## src/rtl/nnt_pkg.sv

```systemverilog
// Shared types and constants for the nearest-neighbor tour block.
// Holds the fixed channel field widths and the controller/datapath command
// and status structs. No dependencies.
package nnt_pkg;

  localparam int DIST_W  = 24;  // distance field of an input beat
  localparam int POS_W   = 6;   // tour_position field of a result beat
  localparam int NODE_W  = 6;   // node_index field of a result beat
  localparam int COUNT_W = 7;   // node_count configuration register

  // Commands from the controller to the datapath.
  typedef struct packed {
    logic in_ready;    // input channel may take a beat
    logic build_init;  // last matrix entry is being taken: start a new tour
    logic scan_step;   // issue one candidate read of the current row
    logic emit;        // place the chosen node and load the result register
  } nnt_cmd_t;

  // Status from the datapath to the controller.
  typedef struct packed {
    logic in_fire;    // an input beat is accepted this cycle
    logic load_last;  // the entry being loaded completes the matrix
    logic scan_last;  // the candidate being issued is the last of the row
    logic last_pos;   // the next emitted position is the final one
    logic out_free;   // the result register can take a new beat
  } nnt_status_t;

endpackage

```

## src/rtl/nnt_ctrl.sv

```systemverilog
// Controller of the nearest-neighbor tour block: sequences matrix load,
// row scans and result emission through command and status structs.
// Depends on nnt_pkg.
module nnt_ctrl import nnt_pkg::*; (
  input  logic        clk,
  input  logic        rst_n,
  input  nnt_status_t sts,
  output nnt_cmd_t    cmd
);

  localparam logic [1:0] S_LOAD  = 2'd0;
  localparam logic [1:0] S_SCAN  = 2'd1;
  localparam logic [1:0] S_DRAIN = 2'd2;
  localparam logic [1:0] S_EMIT  = 2'd3;

  logic [1:0] state_r, state_nxt;

  always_comb begin
    cmd       = '0;
    state_nxt = state_r;
    case (state_r)
      S_LOAD: begin
        cmd.in_ready   = 1'b1;
        cmd.build_init = sts.in_fire && sts.load_last;
        if (sts.in_fire && sts.load_last) begin
          state_nxt = S_EMIT;
        end
      end
      S_SCAN: begin
        cmd.scan_step = 1'b1;
        if (sts.scan_last) begin
          state_nxt = S_DRAIN;
        end
      end
      S_DRAIN: begin
        // The last candidate's read data is compared in this cycle.
        state_nxt = S_EMIT;
      end
      S_EMIT: begin
        if (sts.out_free) begin
          cmd.emit  = 1'b1;
          state_nxt = sts.last_pos ? S_LOAD : S_SCAN;
        end
      end
      default: begin
        state_nxt = S_LOAD;
      end
    endcase
  end

  always_ff @(posedge clk) begin
    if (!rst_n) begin
      state_r <= S_LOAD;
    end else begin
      state_r <= state_nxt;
    end
  end

  // A scan is always followed by the drain cycle, then an emit attempt.
  a_drain_after_scan: assert property (@(posedge clk) disable iff (!rst_n)
    (state_r == S_DRAIN) |=> (state_r == S_EMIT))
    else $error("drain cycle not followed by emit");

  // Input beats are only taken while no tour is being built.
  a_no_load_in_build: assert property (@(posedge clk) disable iff (!rst_n)
    (cmd.scan_step || cmd.emit) |-> !cmd.in_ready)
    else $error("input taken during tour build");

  // The final emission returns the controller to loading.
  a_last_to_load: assert property (@(posedge clk) disable iff (!rst_n)
    (cmd.emit && sts.last_pos) |=> (state_r == S_LOAD))
    else $error("controller did not return to load after last position");

endmodule

```

## config.mk

```make
export PLATFORM = sky130hd
export DESIGN_NAME = nnt_ctrl
export DESIGN_NICKNAME = d
export VERILOG_FILES = /design/src/rtl/nnt_pkg.sv /design/src/rtl/nnt_ctrl.sv
export SDC_FILE = /design/constraint.sdc
export NUM_CORES = 1
export LEC_CHECK = 0
export BUFFER_PORTS_ARGS = -buffer_cell sky130_fd_sc_hd__buf_4
export CAP_MARGIN = 0
export CORE_AREA = 10 10 47 49
export DETAILED_ROUTE_END_ITERATION = 8
export DIE_AREA = 0 0 57 59
export GPL_TIMING_DRIVEN = 0
export PLACE_DENSITY = 0.4
export REMOVE_ABC_BUFFERS = 1
export SYNTH_ARGS = -nofsm -noshare
export SYNTH_HDL_FRONTEND = slang
export SYNTH_SLANG_ARGS = --single-unit
```

## constraint.sdc

```tcl
create_clock -name clk -period 2.2 [get_ports clk]
set_input_delay 0.11 -clock clk [delete_from_list [all_inputs] [get_ports clk]]
set_output_delay 0.11 -clock clk [all_outputs]
set_load 0.05 [all_outputs]
```

==> results.py <==
metrics = {
    "status": {
        "outcome": "finished, final reports clean",
    },
    "sta": {
        "setup_ws_ns": 0.929,
        "max_freq_ghz": 0.787,
        "drv_slew": 0,
        "setup_viol": 0,
        "fin_skew_ns": 0.00264,
        "worstMarginPinSlew_ns": 0.406,
        "rsz0062_at_grt": "false",
        "finalCriticalPeriod_ns": 1.27,
        "relSlewSlack_pct": 72.8,
        "finalHoldViolations": 0,
        "finalCritPeriodShare_pct": 57.8,
        "tns_ns": 0,
    },
    "clocking": {
        "path_clk_slew_ns": 0.03,
        "post_cts_buffers": 0,
        "ctsHtreeMaxLevel": 1,
        "cts_tree": "built",
        "hold_buffers": 0,
        "clock-sinks": 2,
        "numCtsBuffers": 3,
        "clockRootBuffer": "clkbuf_4",
        "cts_buffer_depth": 2,
        "insertion_delay_ns": 0.22,
        "cts_resized": 0,
    },
    "floorplanning": {
        "row_count": 14,
        "die_w_um": 57,
        "ios": 11,
        "die_area_sq_um": 3360,
        "fp.dieH_um": 59,
        "core_area_sq_um": 1400,
        "initial_core_util_pct": 8.30,
    },
    "cells_and_area": {
        "final_nets": 34,
        "drive_gt1_share_pct": 60.0,
        "largestRegisters": "state_r (2)",
        "multi_input_area_sq_um": 68.8,
        "utilization_pct": 16.7,
        "largest_reg_flops": 2,
        "design_area_sq_um": 234,
        "num_antenna_cells": 0,
        "top_register": "state_r",
        "fill_cells": 169,
        "synthToLayoutAreaGrowth_pct": 101,
        "regArea_sq_um": 40.0,
    },
    "placement": {
        "dp_slack_ns": 1.16,
        "portBuffers": 10,
        "routabilityCongestion": 0.690,
        "dp_hpwl_um": 396,
        "placed_cell_area_sq_um": 211,
    },
    "hold_path": {
        "hold_end": "state_r[0]",
        "hp-class": "primary input to flop",
        "min-delay-start": "sts[2]",
        "holdPathStages": 2,
    },
    "setup_path": {
        "timing.rr.start": "state_r[0]",
        "r2r-end": "state_r[0]",
        "startpoint_type": "flop",
        "r2r_slack_ns": 1.23,
        "endpoint_kind": "output port",
        "critPathMaxFanout": 5,
        "required_ns": 2.09,
        "critical_path_class": "flop to output port",
        "worstPathArrival_ns": 1.16,
        "reg2reg_depth": 2,
    },
    "route": {
        "routed-via-count": 140,
        "viasPerCell": 3.41,
        "dr.pass1.iters": 2,
        "wl_per_cell_um": 11.2,
        "finalWirelength_um": 461,
        "final_antenna_net_count": 0,
        "drc": 0,
        "drtIter0Drc": 3,
    },
    "logic_synthesis": {
        "synthArstFlopShare_pct": 0,
        "yosysSeqAreaShare_pct": 34.4,
        "synth_common_cells": "a2111oi_2, and3_1, dfxtp_1, inv_1",
        "yosysTopAreaCell": "dfxtp_1",
        "synth-edff-count": 0,
        "yosysWarnings": 0,
        "synthFlopType": "dfxtp_1",
        "synth_area_leaders": "dfxtp_1, a2111oi_2, and3_1",
        "ys_ff_latch": 2,
        "synth_area_per_cell_sq_um": 9.70,
        "synth_cell_type_count": 8,
        "netlist.area_leader.share_pct": 34.4,
        "netlist_area_sq_um": 116,
        "netlist_instances": 12,
    },
    "pwr": {
        "p_leak_nw": 0.115,
        "peakVddDrop_mv": 0.237,
        "p_per_area_nw_per_um2": 858,
    },
    "global_route": {
        "grt_pass1_wl_um": 779,
        "grt_usage_pct": 3.28,
        "grt_max_degree": 6,
        "grt-ovfl-total": 0,
        "antenna_found_initial": 0,
        "grt_pass1_vias": 172,
    },
    "job": {
        "cap_violations": 0,
    },
}
[through the flow]
step / hold slack, ns / std cells / total power [mW]
3_5_place_dp: 0.315 / 38 / 0.121
3_3_place_gp: 0.308 / 38 / 0.119
5_1_grt: 0.0828 / 41 / 0.214
2_1_floorplan: 0.201 / 12 / 0.0941
4_1_cts: 0.0743 / 41 / 0.207
6_report: 0.0827 / 41 / 0.201
[area by class of cell]
type | count | area share, %
clock buffers | 3 | 9.63
flip-flops and latches | 2 | 17.1
well taps | 16 | 8.56
repair buffers | 10 | 32.1
multi-input cells | 8 | 29.4
inverters | 2 | 3.21
[layer usage]
metal	up-vias	GRT usage (%)	routed length, um
li1	73	-	-
met5	-	0	0
met2	11	2.02	93
met1	54	4.03	254
met3	2	4.94	108
met4	0	2.01	4
[worst max-delay path by stage]
stage	start	slack (ns)	cells past startpoint	endpoint
global placement	state_r[0]	1.21	2	cmd[1]
global route	state_r[0]	0.85	2	cmd[1]
floorplan	state_r[0]	0.52	2	cmd[2]
detailed placement	state_r[0]	1.16	2	cmd[1]
finish	state_r[0]	0.93	2	cmd[1]
CTS	state_r[0]	0.92	2	cmd[1]
[kinds of logic after synthesis]
| group | share of synthesized area [%] |
|---|---|
| AOI/OAI and AO/OA | 32.3 |
| buffers and inverters | 6.45 |
| DFF | 34.4 |
| and+or+nand+nor | 26.9 |
[power by group]
part | internal (mW) | total, mW | switching [mW]
registers | 0.0417 | 0.0474 | 0.00567
clock network | 0.0602 | 0.0806 | 0.0205
logic | 0.0263 | 0.0726 | 0.0464
[cells in the final DEF (no fill, tap or decap), drive strengths merged]
| cell | Yosys | routed |
|---|---|---|
| a211oi | 1 | 1 |
| a2111oi | 2 | 2 |
| buf | 0 | 10 |
| nor2 | 1 | 1 |
| dfxtp | 2 | 2 |
| nor2b | 1 | 1 |
| inv | 2 | 2 |
| and3 | 2 | 2 |
| clkbuf | 0 | 3 |
| and4 | 1 | 1 |
[critical path, cell delays in order, from the launching register on]
cell	delay, ns
dfxtp_1	0.36
nor2b_1	0.31
buf_4	0.26
(Power assumes the default switching activity.)
